$ cat src/hw/rtl/ipth_pkg.sv
// Package for the IP/transport header parser.
// Holds ethertypes, protocol and port numbers, result codes and the code reader control struct.
// No dependencies.
package ipth_pkg;

    localparam logic [15:0] ET_IPV4 = 16'h0800;
    localparam logic [15:0] ET_IPV6 = 16'h86DD;

    localparam logic [7:0] PROTO_TCP = 8'd6;
    localparam logic [7:0] PROTO_UDP = 8'd17;

    localparam logic [15:0] PORT_NTP   = 16'd123;
    localparam logic [15:0] PORT_HTTP  = 16'd80;
    localparam logic [15:0] PORT_HTTPS = 16'd443;

    localparam logic [5:0] V6_HDR_BYTES = 6'd40;
    localparam logic [5:0] V4_MIN_BYTES = 6'd20;

    localparam logic [1:0] ST_PARSED = 2'd0;
    localparam logic [1:0] ST_SHORT  = 2'd1;
    localparam logic [1:0] ST_BAD_ET = 2'd2;

    localparam logic [1:0] TR_TCP   = 2'd0;
    localparam logic [1:0] TR_UDP   = 2'd1;
    localparam logic [1:0] TR_OTHER = 2'd2;

    localparam logic [2:0] SVC_NONE  = 3'd0;
    localparam logic [2:0] SVC_NTP   = 3'd1;
    localparam logic [2:0] SVC_HTTP  = 3'd2;
    localparam logic [2:0] SVC_QUIC  = 3'd3;
    localparam logic [2:0] SVC_HTTPS = 3'd4;

    typedef struct packed {
        logic clr;   // start of packet, clear before this byte
        logic en;    // byte is part of the code field
        logic done;  // end of packet, clear after this byte
    } t_rdr_ctl;

    // "HTTP/" by character index
    function automatic logic [7:0] http_char(input logic [2:0] k);
        logic [7:0] c;
        case (k)
            3'd0:    c = 8'h48;
            3'd1:    c = 8'h54;
            3'd2:    c = 8'h54;
            3'd3:    c = 8'h50;
            3'd4:    c = 8'h2F;
            default: c = 8'h00;
        endcase
        return c;
    endfunction

endpackage

$ cat src/hw/rtl/ip_transport_header_parser_unit.sv
// Top level of the IP/transport header parser: byte stream in, one header summary per packet out.
// Depends on ipth_pkg and ipth_code_rdr.
//
// channel  dir  tdata                                       tuser        tlast
// s_axis   in   ethertype, data_byte                        first_byte   last_byte
// m_axis   out  status, ip_version, transport, addresses,   -            -
//               ports, service, http_status, captured_length
//
// One byte per cycle while no result stall holds a last byte. Each byte passes through the input register;
// the summary is written to the result register on the cycle the last byte leaves it.
// Synchronous active-low reset empties both registers and clears the byte position and ethertype.
// A stalled result holds only the next last byte and the stream behind it; bytes ahead of it keep flowing.
module ip_transport_header_parser_unit (
    input  logic         i_clk,
    input  logic         i_rst_n,
    input  logic         s_axis_tvalid,
    output logic         s_axis_tready,
    input  logic [23:0]  s_axis_tdata,   // ethertype[15:0], data_byte[23:16]
    input  logic         s_axis_tuser,   // first_byte
    input  logic         s_axis_tlast,   // last_byte
    output logic         m_axis_tvalid,
    input  logic         m_axis_tready,
    output logic [327:0] m_axis_tdata    // status[1:0], ip_version[2], transport[4:3],
                                         // source_high[68:5], source_low[132:69],
                                         // dest_high[196:133], dest_low[260:197],
                                         // source_port_out[276:261], dest_port_out[292:277],
                                         // service[295:293], http_status[311:296],
                                         // captured_length[327:312]
);
    import ipth_pkg::*;

    // input register
    logic        r_in_valid, r_in_first, r_in_last;
    logic [15:0] r_in_et;
    logic [7:0]  r_in_byte;

    // packet state
    logic [15:0]  r_pos, r_et;
    logic [3:0]   r_ihl, r_doff;
    logic [7:0]   r_proto;
    logic [127:0] r_src, r_dst;
    logic [31:0]  r_ports;
    logic [3:0]   r_match;

    logic [15:0]  cur_pos, cur_et, rel, n_len, base_l;
    logic [3:0]   cur_ihl, n_doff, n_match;
    logic [5:0]   cur_t;
    logic [7:0]   n_proto;
    logic [127:0] n_src, n_dst;
    logic [31:0]  n_ports;
    logic         pkt_start, is_v4, is_v6, in_t, adv;
    t_rdr_ctl     ctl_a, ctl_b;
    logic [15:0]  code_a, code_b;

    // result register
    logic         r_out_valid;
    logic [327:0] r_out;

    logic [1:0]   res_status, res_tr;
    logic         res_ver, tcp_ok, udp_ok, http_room, http_ok;
    logic [63:0]  res_sh, res_sl, res_dh, res_dl;
    logic [15:0]  res_sp, res_dp, res_sel, res_http, t_ext, hl_ext;
    logic [2:0]   res_svc;

    assign adv           = r_in_valid && (!r_in_last || !r_out_valid || m_axis_tready);
    assign s_axis_tready = !r_in_valid || adv;

    always_comb begin
        cur_pos   = r_in_first ? 16'd0 : r_pos;
        cur_et    = r_in_first ? r_in_et : r_et;
        pkt_start = (cur_pos == 16'd0);
        cur_ihl   = pkt_start ? r_in_byte[3:0] : r_ihl;
        is_v4     = (cur_et == ET_IPV4);
        is_v6     = (cur_et == ET_IPV6);
        cur_t     = is_v6 ? V6_HDR_BYTES : {cur_ihl, 2'b00};
        t_ext     = {10'd0, cur_t};
        in_t      = (cur_pos >= t_ext);
        rel       = cur_pos - t_ext;
        n_len     = (cur_pos == 16'hFFFF) ? cur_pos : cur_pos + 16'd1;

        n_proto = r_proto;
        if ((is_v4 && cur_pos == 16'd9) || (is_v6 && cur_pos == 16'd6)) begin
            n_proto = r_in_byte;
        end

        n_src = r_src;
        if ((is_v4 && cur_pos >= 16'd12 && cur_pos <= 16'd15) ||
            (is_v6 && cur_pos >= 16'd8 && cur_pos <= 16'd23)) begin
            n_src = {r_src[119:0], r_in_byte};
        end
        n_dst = r_dst;
        if ((is_v4 && cur_pos >= 16'd16 && cur_pos <= 16'd19) ||
            (is_v6 && cur_pos >= 16'd24 && cur_pos <= 16'd39)) begin
            n_dst = {r_dst[119:0], r_in_byte};
        end

        n_ports = r_ports;
        if (in_t && rel < 16'd4) begin
            n_ports = {r_ports[23:0], r_in_byte};
        end

        n_doff = r_doff;
        if (in_t && rel == 16'd12) begin
            n_doff = r_in_byte[7:4];
        end

        // prefix match at payload offset 0, 4, 8 (offset known late) and at the registered offset
        n_match = pkt_start ? 4'b1111 : r_match;
        for (int c = 0; c < 3; c++) begin
            if (in_t && rel >= 16'(c * 4) && rel < 16'(c * 4 + 5) &&
                r_in_byte != http_char(rel[2:0] - 3'(c * 4))) begin
                n_match[c] = 1'b0;
            end
        end
        base_l = {10'd0, r_doff, 2'b00};
        if (in_t && rel > 16'd12 && rel >= base_l && rel < base_l + 16'd5 &&
            r_in_byte != http_char(rel[2:0] - base_l[2:0])) begin
            n_match[3] = 1'b0;
        end

        ctl_b.clr  = r_in_first;
        ctl_b.done = r_in_last;
        ctl_b.en   = in_t && rel >= 16'd9;
        ctl_a.clr  = r_in_first;
        ctl_a.done = r_in_last;
        ctl_a.en   = in_t && rel > 16'd12 && r_doff != 4'd0 && rel >= base_l + 16'd9;
    end

    ipth_code_rdr u_rdr_a (
        .i_clk   (i_clk),
        .i_rst_n (i_rst_n),
        .i_adv   (adv),
        .i_ctl   (ctl_a),
        .i_byte  (r_in_byte),
        .o_code  (code_a)
    );

    // starts at transport offset 9, used when the data offset is zero
    ipth_code_rdr u_rdr_b (
        .i_clk   (i_clk),
        .i_rst_n (i_rst_n),
        .i_adv   (adv),
        .i_ctl   (ctl_b),
        .i_byte  (r_in_byte),
        .o_code  (code_b)
    );

    always_comb begin
        hl_ext    = {10'd0, n_doff, 2'b00};
        tcp_ok    = (n_proto == PROTO_TCP) && (n_len >= t_ext + 16'd20);
        udp_ok    = (n_proto == PROTO_UDP) && (n_len >= t_ext + 16'd8);
        http_room = (n_len >= t_ext + hl_ext + 16'd12);
        case (n_doff)
            4'd0:    http_ok = n_match[0];
            4'd1:    http_ok = n_match[1];
            4'd2:    http_ok = n_match[2];
            4'd3:    http_ok = 1'b0;
            default: http_ok = n_match[3];
        endcase
        http_ok = http_ok && http_room && tcp_ok;

        res_ver    = is_v6;
        res_status = ST_PARSED;
        if (!is_v4 && !is_v6) begin
            res_status = ST_BAD_ET;
            res_ver    = 1'b0;
        end else if (n_len < (is_v6 ? {10'd0, V6_HDR_BYTES} : {10'd0, V4_MIN_BYTES})) begin
            res_status = ST_SHORT;
        end

        res_sh = is_v6 ? n_src[127:64] : 64'd0;
        res_sl = is_v6 ? n_src[63:0] : {32'd0, n_src[31:0]};
        res_dh = is_v6 ? n_dst[127:64] : 64'd0;
        res_dl = is_v6 ? n_dst[63:0] : {32'd0, n_dst[31:0]};

        res_tr = TR_OTHER;
        res_sp = 16'd0;
        res_dp = 16'd0;
        if (tcp_ok) begin
            res_tr = TR_TCP;
            res_sp = n_ports[31:16];
            res_dp = n_ports[15:0];
        end else if (udp_ok) begin
            res_tr = TR_UDP;
            res_sp = n_ports[31:16];
            res_dp = n_ports[15:0];
        end

        res_sel = (res_sp == PORT_NTP || res_sp == PORT_HTTP || res_sp == PORT_HTTPS) ?
                  res_sp : res_dp;
        if (res_sel == PORT_NTP) begin
            res_svc = SVC_NTP;
        end else if (res_sel == PORT_HTTP) begin
            res_svc = SVC_HTTP;
        end else if (res_sel == PORT_HTTPS) begin
            res_svc = (res_tr == TR_UDP) ? SVC_QUIC : SVC_HTTPS;
        end else begin
            res_svc = SVC_NONE;
        end

        res_http = (res_svc == SVC_HTTP && http_ok) ?
                   ((n_doff == 4'd0) ? code_b : code_a) : 16'd0;

        if (res_status != ST_PARSED) begin
            res_tr   = TR_OTHER;
            res_sh   = 64'd0;
            res_sl   = 64'd0;
            res_dh   = 64'd0;
            res_dl   = 64'd0;
            res_sp   = 16'd0;
            res_dp   = 16'd0;
            res_svc  = SVC_NONE;
            res_http = 16'd0;
        end
    end

    always_ff @(posedge i_clk) begin
        if (!i_rst_n) begin
            r_in_valid  <= 1'b0;
            r_out_valid <= 1'b0;
            r_pos       <= 16'd0;
            r_et        <= 16'd0;
        end else begin
            if (s_axis_tready) begin
                r_in_valid <= s_axis_tvalid;
            end
            if (adv && r_in_last) begin
                r_out_valid <= 1'b1;
            end else if (m_axis_tready) begin
                r_out_valid <= 1'b0;
            end
            if (adv) begin
                r_pos <= r_in_last ? 16'd0 : n_len;
                r_et  <= cur_et;
            end
        end
    end

    always_ff @(posedge i_clk) begin
        if (s_axis_tready) begin
            r_in_et    <= s_axis_tdata[15:0];
            r_in_byte  <= s_axis_tdata[23:16];
            r_in_first <= s_axis_tuser;
            r_in_last  <= s_axis_tlast;
        end
        if (adv) begin
            r_ihl   <= cur_ihl;
            r_proto <= n_proto;
            r_src   <= n_src;
            r_dst   <= n_dst;
            r_ports <= n_ports;
            r_doff  <= n_doff;
            r_match <= n_match;
        end
        if (adv && r_in_last) begin
            r_out <= {n_len, res_http, res_svc, res_dp, res_sp, res_dl, res_dh,
                      res_sl, res_sh, res_tr, res_ver, res_status};
        end
    end

    assign m_axis_tvalid = r_out_valid;
    assign m_axis_tdata  = r_out;

    a_pos_cleared: assert property (@(posedge i_clk) disable iff (!i_rst_n)
        adv && r_in_last |=> r_pos == 16'd0)
        else $error("byte position not cleared at packet end");

    a_not_parsed: assert property (@(posedge i_clk) disable iff (!i_rst_n)
        r_out_valid && r_out[1:0] != ST_PARSED |->
        r_out[4:3] == TR_OTHER && r_out[311:261] == 51'd0)
        else $error("unparsed packet with transport fields");

    a_http_only: assert property (@(posedge i_clk) disable iff (!i_rst_n)
        r_out_valid && r_out[311:296] != 16'd0 |->
        r_out[295:293] == SVC_HTTP && r_out[4:3] == TR_TCP)
        else $error("status code without HTTP over TCP");

    a_no_overwrite: assert property (@(posedge i_clk) disable iff (!i_rst_n)
        r_out_valid && !m_axis_tready |-> !(adv && r_in_last))
        else $error("pending result overwritten");

endmodule

$ cat src/hw/rtl/ipth_code_rdr.sv
// Status code reader: blanks, optional sign, decimal digits, saturating at 65535.
// One byte per transaction; exposes the code value including the current byte.
// Depends on ipth_pkg.
module ipth_code_rdr (
    input  logic              i_clk,
    input  logic              i_rst_n,
    input  logic              i_adv,
    input  ipth_pkg::t_rdr_ctl i_ctl,
    input  logic [7:0]        i_byte,
    output logic [15:0]       o_code
);
    import ipth_pkg::*;

    localparam logic [1:0] PH_BLANK = 2'd0;
    localparam logic [1:0] PH_DIGIT = 2'd1;
    localparam logic [1:0] PH_DONE  = 2'd2;

    logic [1:0]  r_phase, n_phase, base_phase;
    logic        r_neg, n_neg, base_neg;
    logic [15:0] r_acc, n_acc, base_acc, acc_dig;
    logic [19:0] mac;
    logic        is_digit, is_blank;

    always_comb begin
        base_phase = i_ctl.clr ? PH_BLANK : r_phase;
        base_neg   = i_ctl.clr ? 1'b0 : r_neg;
        base_acc   = i_ctl.clr ? 16'd0 : r_acc;

        is_digit = (i_byte >= 8'h30) && (i_byte <= 8'h39);
        is_blank = (i_byte == 8'h20) || ((i_byte >= 8'h09) && (i_byte <= 8'h0D));

        mac     = {base_acc, 3'b000} + {2'b00, base_acc, 1'b0} + {16'd0, i_byte[3:0]};
        acc_dig = (mac > 20'd65535) ? 16'hFFFF : mac[15:0];

        n_phase = base_phase;
        n_neg   = base_neg;
        n_acc   = base_acc;
        if (i_ctl.en) begin
            unique case (base_phase)
                PH_BLANK: begin
                    if (is_blank) begin
                        n_phase = PH_BLANK;
                    end else if (i_byte == 8'h2B) begin
                        n_phase = PH_DIGIT;
                    end else if (i_byte == 8'h2D) begin
                        n_neg   = 1'b1;
                        n_phase = PH_DIGIT;
                    end else if (is_digit) begin
                        n_acc   = acc_dig;
                        n_phase = PH_DIGIT;
                    end else begin
                        n_phase = PH_DONE;
                    end
                end
                PH_DIGIT: begin
                    if (is_digit) begin
                        n_acc = acc_dig;
                    end else begin
                        n_phase = PH_DONE;
                    end
                end
                default: n_phase = base_phase;
            endcase
        end
    end

    assign o_code = n_neg ? 16'd0 : n_acc;

    always_ff @(posedge i_clk) begin
        if (!i_rst_n) begin
            r_phase <= PH_BLANK;
            r_neg   <= 1'b0;
            r_acc   <= 16'd0;
        end else if (i_adv) begin
            if (i_ctl.done) begin
                r_phase <= PH_BLANK;
                r_neg   <= 1'b0;
                r_acc   <= 16'd0;
            end else begin
                r_phase <= n_phase;
                r_neg   <= n_neg;
                r_acc   <= n_acc;
            end
        end
    end

    a_done_clears: assert property (@(posedge i_clk) disable iff (!i_rst_n)
        i_adv && i_ctl.done |=> r_acc == 16'd0 && !r_neg && r_phase == PH_BLANK)
        else $error("code reader not cleared after packet end");

    a_neg_zero: assert property (@(posedge i_clk) disable iff (!i_rst_n)
        r_neg && !i_ctl.clr |-> o_code == 16'd0)
        else $error("negative code not forced to zero");

    a_phase_legal: assert property (@(posedge i_clk) disable iff (!i_rst_n)
        r_phase != 2'd3)
        else $error("code reader phase corrupt");

endmodule

$ cat config.mk
export PLATFORM = sky130hd
export DESIGN_NAME = ip_transport_header_parser_unit
export DESIGN_NICKNAME = d
export VERILOG_FILES = /design/src/hw/rtl/ipth_pkg.sv /design/src/hw/rtl/ip_transport_header_parser_unit.sv /design/src/hw/rtl/ipth_code_rdr.sv
export SDC_FILE = /design/constraint.sdc
export NUM_CORES = 1
export LEC_CHECK = 0
export BUFFER_PORTS_ARGS = -buffer_cell sky130_fd_sc_hd__buf_4
export CORE_ASPECT_RATIO = 0.8
export CORE_MARGIN = 5
export CORE_UTILIZATION = 60
export CTS_CLUSTER_SIZE = 16
export DETAILED_ROUTE_END_ITERATION = 8
export PLACE_DENSITY = 0.78
export SYNTH_ARGS = -nofsm -noshare
export SYNTH_HDL_FRONTEND = slang
export SYNTH_SLANG_ARGS = --single-unit
$ cat constraint.sdc
create_clock -name i_clk -period 19.5 [get_ports i_clk]
set_clock_uncertainty 0.15 [all_clocks]
set_input_delay 0.975 -clock i_clk [delete_from_list [all_inputs] [get_ports i_clk]]
set_output_delay 0.975 -clock i_clk [all_outputs]
set_load 0.005 [all_outputs]
==> metrics.yaml, run 1 <==
ant_nets: 0
port_buffers: 359
synth_area_leader_cell: "edfxtp_1"
critical_path.startpoint: "r_in_first"
hold_viol_final: 0
n_fill_cell: 4000
required_ns: 19.83
coreArea_um2: 58200
clock_latency_ns: 0.62
reg2reg_from: "r_in_first"
die_x_um: 281
gp_congestion: 0.925
cp_slowest_cell: "nor2_1"
async_flop_share_pct: 0
finalPower_mw: 3.19
cts_buffer_depth: 3
crit_fanout: 29
vias_per_cell: 6.08
drt-initial-drc-count: 2372
overflow: 0
fin_crit_sh_pct: 45.2
p_per_area_nw_per_um2: 78.3
synth_area_um2: 35300
cts_sinks: 734
rsz0062_at_grt: "false"
tightest_slew_ns: 1.33
ctsResizeCount: 0
dpl.hpwl_mm: 60.1
cts-root-buf: "clkbuf_16"
cts_hold_buf: 0
cts.clk_slew.worst_paths_ns: 0.07
layout.nets: 3210
synth_seq_cells: 734
critPathMaxStageDelay_ns: 0.75
synth_edf_count: 662
routedWlPerCell_um: 22.8
finalMaxSlewViolations: 0
yosys_warnings: 0
p_leak_nw: 14.2
drive_gt1_share_pct: 25.8
area.sequential_um2: 21300
synth_most_common_cell: "edfxtp_1"
netlist_top_cells_area: "edfxtp_1 (56%), mux2_2 (8.8%), ha_1 (4.2%)"
synth_common_cells: "edfxtp_1 (662), mux2_2 (275), nand2_1 (218)"
maxSlewHeadroom_pct: 10.5
arrival_ns: 9.14
synthCells: 2746
dr.pass1.iters: 6
tritoncts: "yes"
ys_seq_area_share_pct: 60.4
ir_worst_vdd_uv: 70.9
yosysTopAreaCellShare_pct: 56.3
hold_path.class: "flop to flop"
antenna_found_initial: 2
h-tree-depth: 3
track_usage_pct: 26.9
num_vias: 23600
die_area_um2: 63800
synth.net_count: 2900
maxCapViolCount: 0
area_growth_pct: 15.5
grt_pass1_wl_mm: 134
drcViolationCount: 0
std_cell_rows: 79
holdWs_ns: 0.312
worstSetupPathType: "flop to flop"
wirelength_mm: 88.6
syn_avg_cell_area_um2: 12.9
setup_violations: 0
io_pins: 360
grt_pass1_vias: 23200
status: "completed"
ys.flop_type: "edfxtp_1"
finalSetupTns_ns: 0
period_minus_slack_ns: 8.81
cp-start-kind: "flop"
die_y_um: 227
grt_max_degree: 192
max_freq_mhz: 113
synth_cell_types: 96
diodes: 0
postCtsSetupBuffers: 0
cts_buffers: 72
dpl_worst_slack_ns: 10.84
start_util_pct: 60.6
finalWorstSetupSlack_ns: 10.69
cp-end-kind: "flop"
min-delay-start: "u_rdr_a.r_acc[12]"
multi_input_area_um2: 13100
==> layout by cell type, fill, tap and decap left out, types with 70 or more instances in the layout <==
cell type / instances
buf_4: 383
nor2_1: 125
and3_1: 132
ha_1: 118
clkbuf_16: 73
dfxtp_1: 72
o21ai_0: 70
edfxtp_1: 662
mux2_2: 275
nand2_1: 216
nor2b_1: 203
==> final cells by class <==
cell class	instances	share of cell area, %
Tap cell	769	2.36
Clock inverter	39	0.779
Multi-Input combinational cell	1795	32.1
Clock buffer	89	4.65
Sequential cell	734	52.3
Timing Repair Buffer	385	7.15
Inverter	68	0.651
==> worst max-delay path: cells and delay by family, from the launching register on <==
family / cells / cell delay (ns)
and+or+nand+nor: 11 / 2.66
muxes: 2 / 0.79
adders and majority gates: 6 / 1.78
buffers and inverters: 7 / 1.08
AOI/OAI and AO/OA: 9 / 1.86
DFF: 1 / 0.32
==> final timing paths <==
check,cells after the start,slack [ns],to
setup reg to reg,35,10.69,m_axis_tdata[307]
hold reg to reg,2,0.31,u_rdr_a.r_acc[12]
hold / removal,2,0.31,u_rdr_a.r_acc[12]
setup / recovery,35,10.69,m_axis_tdata[307]
==> flip-flops by register name (all words and copies together) (netlist names), 2 cells and up <==
register / cells
m_axis_tdata: 328
r_doff: 4
r_dst: 128
r_et: 16
r_ihl: 4
r_in_byte: 8
r_in_et: 16
r_match: 4
r_ports: 32
r_pos: 16
r_proto: 8
r_src: 128
u_rdr_a.r_acc: 16
u_rdr_a.r_phase: 2
u_rdr_b.r_acc: 16
u_rdr_b.r_phase: 2
==> stage by stage <==
| step | util, % | area, um^2 | std cells |
|---|---|---|---|
| floorplan | - | 35300 | 2746 |
| global placement | 66.2 | 38600 | 3751 |
| detailed placement | 66.2 | 38600 | 3751 |
| CTS | 70.0 | 40800 | 3879 |
| global route | 70.0 | 40800 | 3879 |
| finish | 70.0 | 40800 | 3879 |
==> logic make-up (layout without fill, tap and decap cells) <==
logic type	Yosys count	after routing	share of synthesized area (%)
and+or+nand+nor	957	957	14.7
DFF	734	734	60.4
AOI/OAI and AO/OA	385	385	7.52
muxes	286	286	9.08
buffers and inverters	217	581	2.68
adders and majority gates	124	124	4.52
xor gates and xnor gates	43	43	1.07
==> layer usage <==
layer	global-route usage, %	routed length (um)	up-vias
met1	38.7	38000	11700
met3	7.00	7860	152
met4	8.10	2580	2
li1	-	-	10800
met5	0	20	-
met2	41.0	40100	922
==> power breakdown <==
| part | total (mW) | internal, mW | switching [mW] |
|---|---|---|---|
| registers | 1.74 | 1.72 | 0.0106 |
| clock network | 1.33 | 0.739 | 0.589 |
| logic | 0.128 | 0.0433 | 0.0848 |
(Power assumes the default switching activity.)
==> run 2, diff against run 1 <==
--- a/config.mk
+++ b/config.mk
@@ -5,6 +5,7 @@
 export SDC_FILE = /design/constraint.sdc
 export NUM_CORES = 1
 export LEC_CHECK = 0
+export ABC_AREA = 1
 export BUFFER_PORTS_ARGS = -buffer_cell sky130_fd_sc_hd__buf_4
 export CORE_ASPECT_RATIO = 0.8
 export CORE_MARGIN = 5
==> constraint.sdc (replaced) <==
create_clock -name i_clk -period 8.8 [get_ports i_clk]
set_clock_uncertainty 0.15 [all_clocks]
set_input_delay 0.44 -clock i_clk [delete_from_list [all_inputs] [get_ports i_clk]]
set_output_delay 0.44 -clock i_clk [all_outputs]
set_load 0.005 [all_outputs]
==> run 2 against run 1 <==
Compared with the run above:
- power is 130% higher
- count of clock-buffer cells in the layout is 3 higher
- clock power is 130% higher
- largest cell class unchanged
- highest routed layer is now met4
- synthesized cell count is 46% higher
- first-iteration DRC count is 34% higher
==> metrics.yaml, run 2 <==
synth_common_cells: "inv_1 (774), nand2_1 (754), edfxtp_1 (662)"  # was edfxtp_1 (662), mux2_2 (275), nand2_1 (218)
die_x_um: 286  # was 281 um
placed_area_um2: 39900  # was 38600 um^2
synth_cell_types: 58  # was 96
power_frac_seq_pct: 53.3  # was 54.4%
netlist_top_cells_area: "edfxtp_1 (54%), inv_1 (8.0%), nand2_1 (7.7%)"  # was edfxtp_1 (56%), mux2_2 (8.8%), ha_1 (4.2%)
clkPwrFrac_pct: 40.6  # was 41.6%
hold_path.class: "input port to flop"  # was flop to flop
crit_fanout: 43  # was 29
yosysTopAreaCellShare_pct: 54.4  # was 56.3%
coreArea_um2: 60000  # was 58200 um^2
p_leak_nw: 19.5  # was 14.2 nW
worstSetupPathType: "flop to flop"  # unchanged
holdWs_ns: 0.0661  # was 0.312 ns
critPathMaxStageDelay_ns: 0.43  # was 0.75 ns
ant_nets: 0  # unchanged
hold_viol_final: 0  # unchanged
status: "completed"  # unchanged
cts_buffer_depth: 3  # unchanged
yosys_warnings: 0  # unchanged
drive_gt1_share_pct: 12.8  # was 25.8%
vias_per_cell: 5.35  # was 6.08
synth_most_common_cell: "inv_1"  # was edfxtp_1
synth_area_um2: 36500  # was 35300 um^2
final_area_um2: 42500  # was 40800 um^2
ys_seq_area_share_pct: 58.3  # was 60.4%
port_buffers: 359  # unchanged
cp-start-kind: "flop"  # unchanged
netSwitchingPower_mw: 1.69  # was 0.685 mW
comb_power_share_pct: 6.1  # was 4.0%
wirelength_mm: 90.1  # was 88.6 mm
cts-root-buf: "clkbuf_16"  # unchanged
cp_slowest_cell: "edfxtp_1"  # was nor2_1
ys.flop_type: "edfxtp_1"  # unchanged
io_pins: 360  # unchanged
cp_num_cells: 41  # was 35
hold_depth: 6  # was 2
gp_congestion: 0.918  # was 0.925
tightest_slew_ns: 1.28  # was 1.33 ns
rsz0062_at_grt: "false"  # unchanged
p_per_area_nw_per_um2: 176  # was 78.3 nW/um^2
synthCells: 4002  # was 2746
path_buf_inv: 7  # unchanged
rr_worst_depth: 41  # was 35
cp_top_family: "simple AND/OR/NAND/NOR gates"  # unchanged
dr.pass1.iters: 6  # unchanged
syn_avg_cell_area_um2: 9.13  # was 12.9 um^2
instances_no_fill: 5177  # was 3879
n_fill_cell: 4511  # was 4000
synth_edf_count: 662  # unchanged
finalSetupTns_ns: 0  # unchanged
max_freq_mhz: 125  # was 113 MHz
cp-end-kind: "flop"  # unchanged
num_vias: 27700  # was 23.6k
track_usage_pct: 26.4  # was 26.9%
start_util_pct: 60.9  # was 60.6%
most-common-layout-cells: "inv_1 (770), nand2_1 (753), edfxtp_1 (662)"  # was edfxtp_1 (662), buf_4 (383), mux2_2 (275)
required_ns: 9.00  # was 19.83 ns
switching_share_pct: 22.7  # was 21.5%
maxSlewHeadroom_pct: 14.5  # was 10.5%
cts.clk_slew.worst_paths_ns: 0.06  # was 0.07 ns
arrival_ns: 8.21  # was 9.14 ns
internal-power_mw: 5.76  # was 2.51 mW
synth_seq_cells: 734  # unchanged
grt_pass1_wl_mm: 140  # was 134 mm
async_flop_share_pct: 0  # unchanged
tritoncts: "yes"  # unchanged
synth.net_count: 4156  # was 2900
grt_max_degree: 165  # was 192
final_common_cell: "inv_1"  # was edfxtp_1
crit_top_cell: "nand2_1"
clock_latency_ns: 0.61  # was 0.62 ns
largest_reg_flops: 328  # unchanged
die_area_um2: 66000  # was 63800 um^2
cts_buffers: 73  # was 72
maxCapViolCount: 0  # unchanged
h-tree-depth: 3  # unchanged
routedWlPerCell_um: 17.4  # was 22.8 um
finalMaxSlewViolations: 0  # unchanged
period_minus_slack_ns: 8.01  # was 8.81 ns
dp_cells: 5017  # was 3751
layout.nets: 4495  # was 3210
synth_area_leader_cell: "edfxtp_1"  # unchanged
fin_crit_sh_pct: 91.0  # was 45.2%
std_cell_rows: 80  # was 79
drcViolationCount: 0  # unchanged
overflow: 0  # unchanged
die_y_um: 231  # was 227 um
dpl.hpwl_mm: 61.0  # was 60.1 mm
ir_worst_vdd_uv: 130  # was 70.9 uV
antenna_found_initial: 0  # was 2
cts_sinks: 734  # unchanged
drt-initial-drc-count: 3175  # was 2372
grt_pass1_vias: 25800  # was 23.2k
setup_violations: 0  # unchanged
area_growth_pct: 16.2  # was 15.5%
## run 2: path summary, 6_finish.rpt
kind	startpoint	endpoint	slack [ns]
worst max-delay path	r_in_first	m_axis_tdata[303]	0.79
worst min-delay path	m_axis_tready	m_axis_tvalid	0.07
worst max register to register	r_in_first	m_axis_tdata[303]	0.79
worst min register to register	u_rdr_b.r_acc[15]	u_rdr_b.r_acc[15]	0.31
## run 2: metal layers
layer | part of all wire (%) | track usage (%) | routed length [um]
met5 | 0 | 0 | 0
met4 | 2.6 | 7.31 | 2340
met3 | 7.2 | 4.23 | 6450
met2 | 46 | 42.0 | 41800
met1 | 44 | 38.4 | 39500
## run 2: tightest hold or removal path: cells and delay by family
family | cells | cell delay (ns)
buffers and inverters | 3 | 0.18
AND/OR/NAND/NOR | 3 | 0.16
## run 2: cell type report
cell class | count | area [um^2] | area share (%)
Antenna cell | 1 | 2.50 | 0.00589
Clock buffer | 92 | 1920 | 4.52
Clock inverter | 39 | 379 | 0.893
Inverter | 794 | 3000 | 7.07
Multi-Input combinational cell | 2321 | 11600 | 27.4
Sequential cell | 734 | 21300 | 50.2
Tap cell | 779 | 975 | 2.30
Timing Repair Buffer | 417 | 3240 | 7.63
## run 2: timing repair
item | 4_1_cts | 5_1_grt
endpoints found under the hold margin | 35 | 0
gates resized for setup | 0 | 2
hold buffers | 28 | 0
endpoints found under the setup margin | 0 | 16
setup buffers | 0 | 0
## run 2: stage by stage
stage               util (%)  total power [mW]  worst slack, ns
floorplan                  -              4.31            0.343
global placement        66.5              4.47            0.819
finish                  70.8              7.45            0.789
detailed placement      66.5              4.48            0.608
global route            70.8              7.72            0.133
CTS                     70.8              7.50            0.638
## run 2: cell families after synthesis
logic type               count (synthesis)  synth area share, %
AO/OA/AOI/OAI                          640                 9.51
XOR/XNOR                                43                 1.03
adder cells (fa/ha/maj)                124                 4.37
buffers and inverters                  947                 9.92
flip-flops                             734                 58.3
AND/OR/NAND/NOR                       1514                 16.8
## run 2: power groups by stage
stage	clock network [mW]	registers, mW	logic [mW]
6_report	3.03	3.97	0.455
5_1_grt	3.23	3.98	0.512
4_1_cts	3.08	3.97	0.456
3_5_place_dp	0	4.04	0.441
3_3_place_gp	0	4.04	0.432
2_1_floorplan	0	4.05	0.264
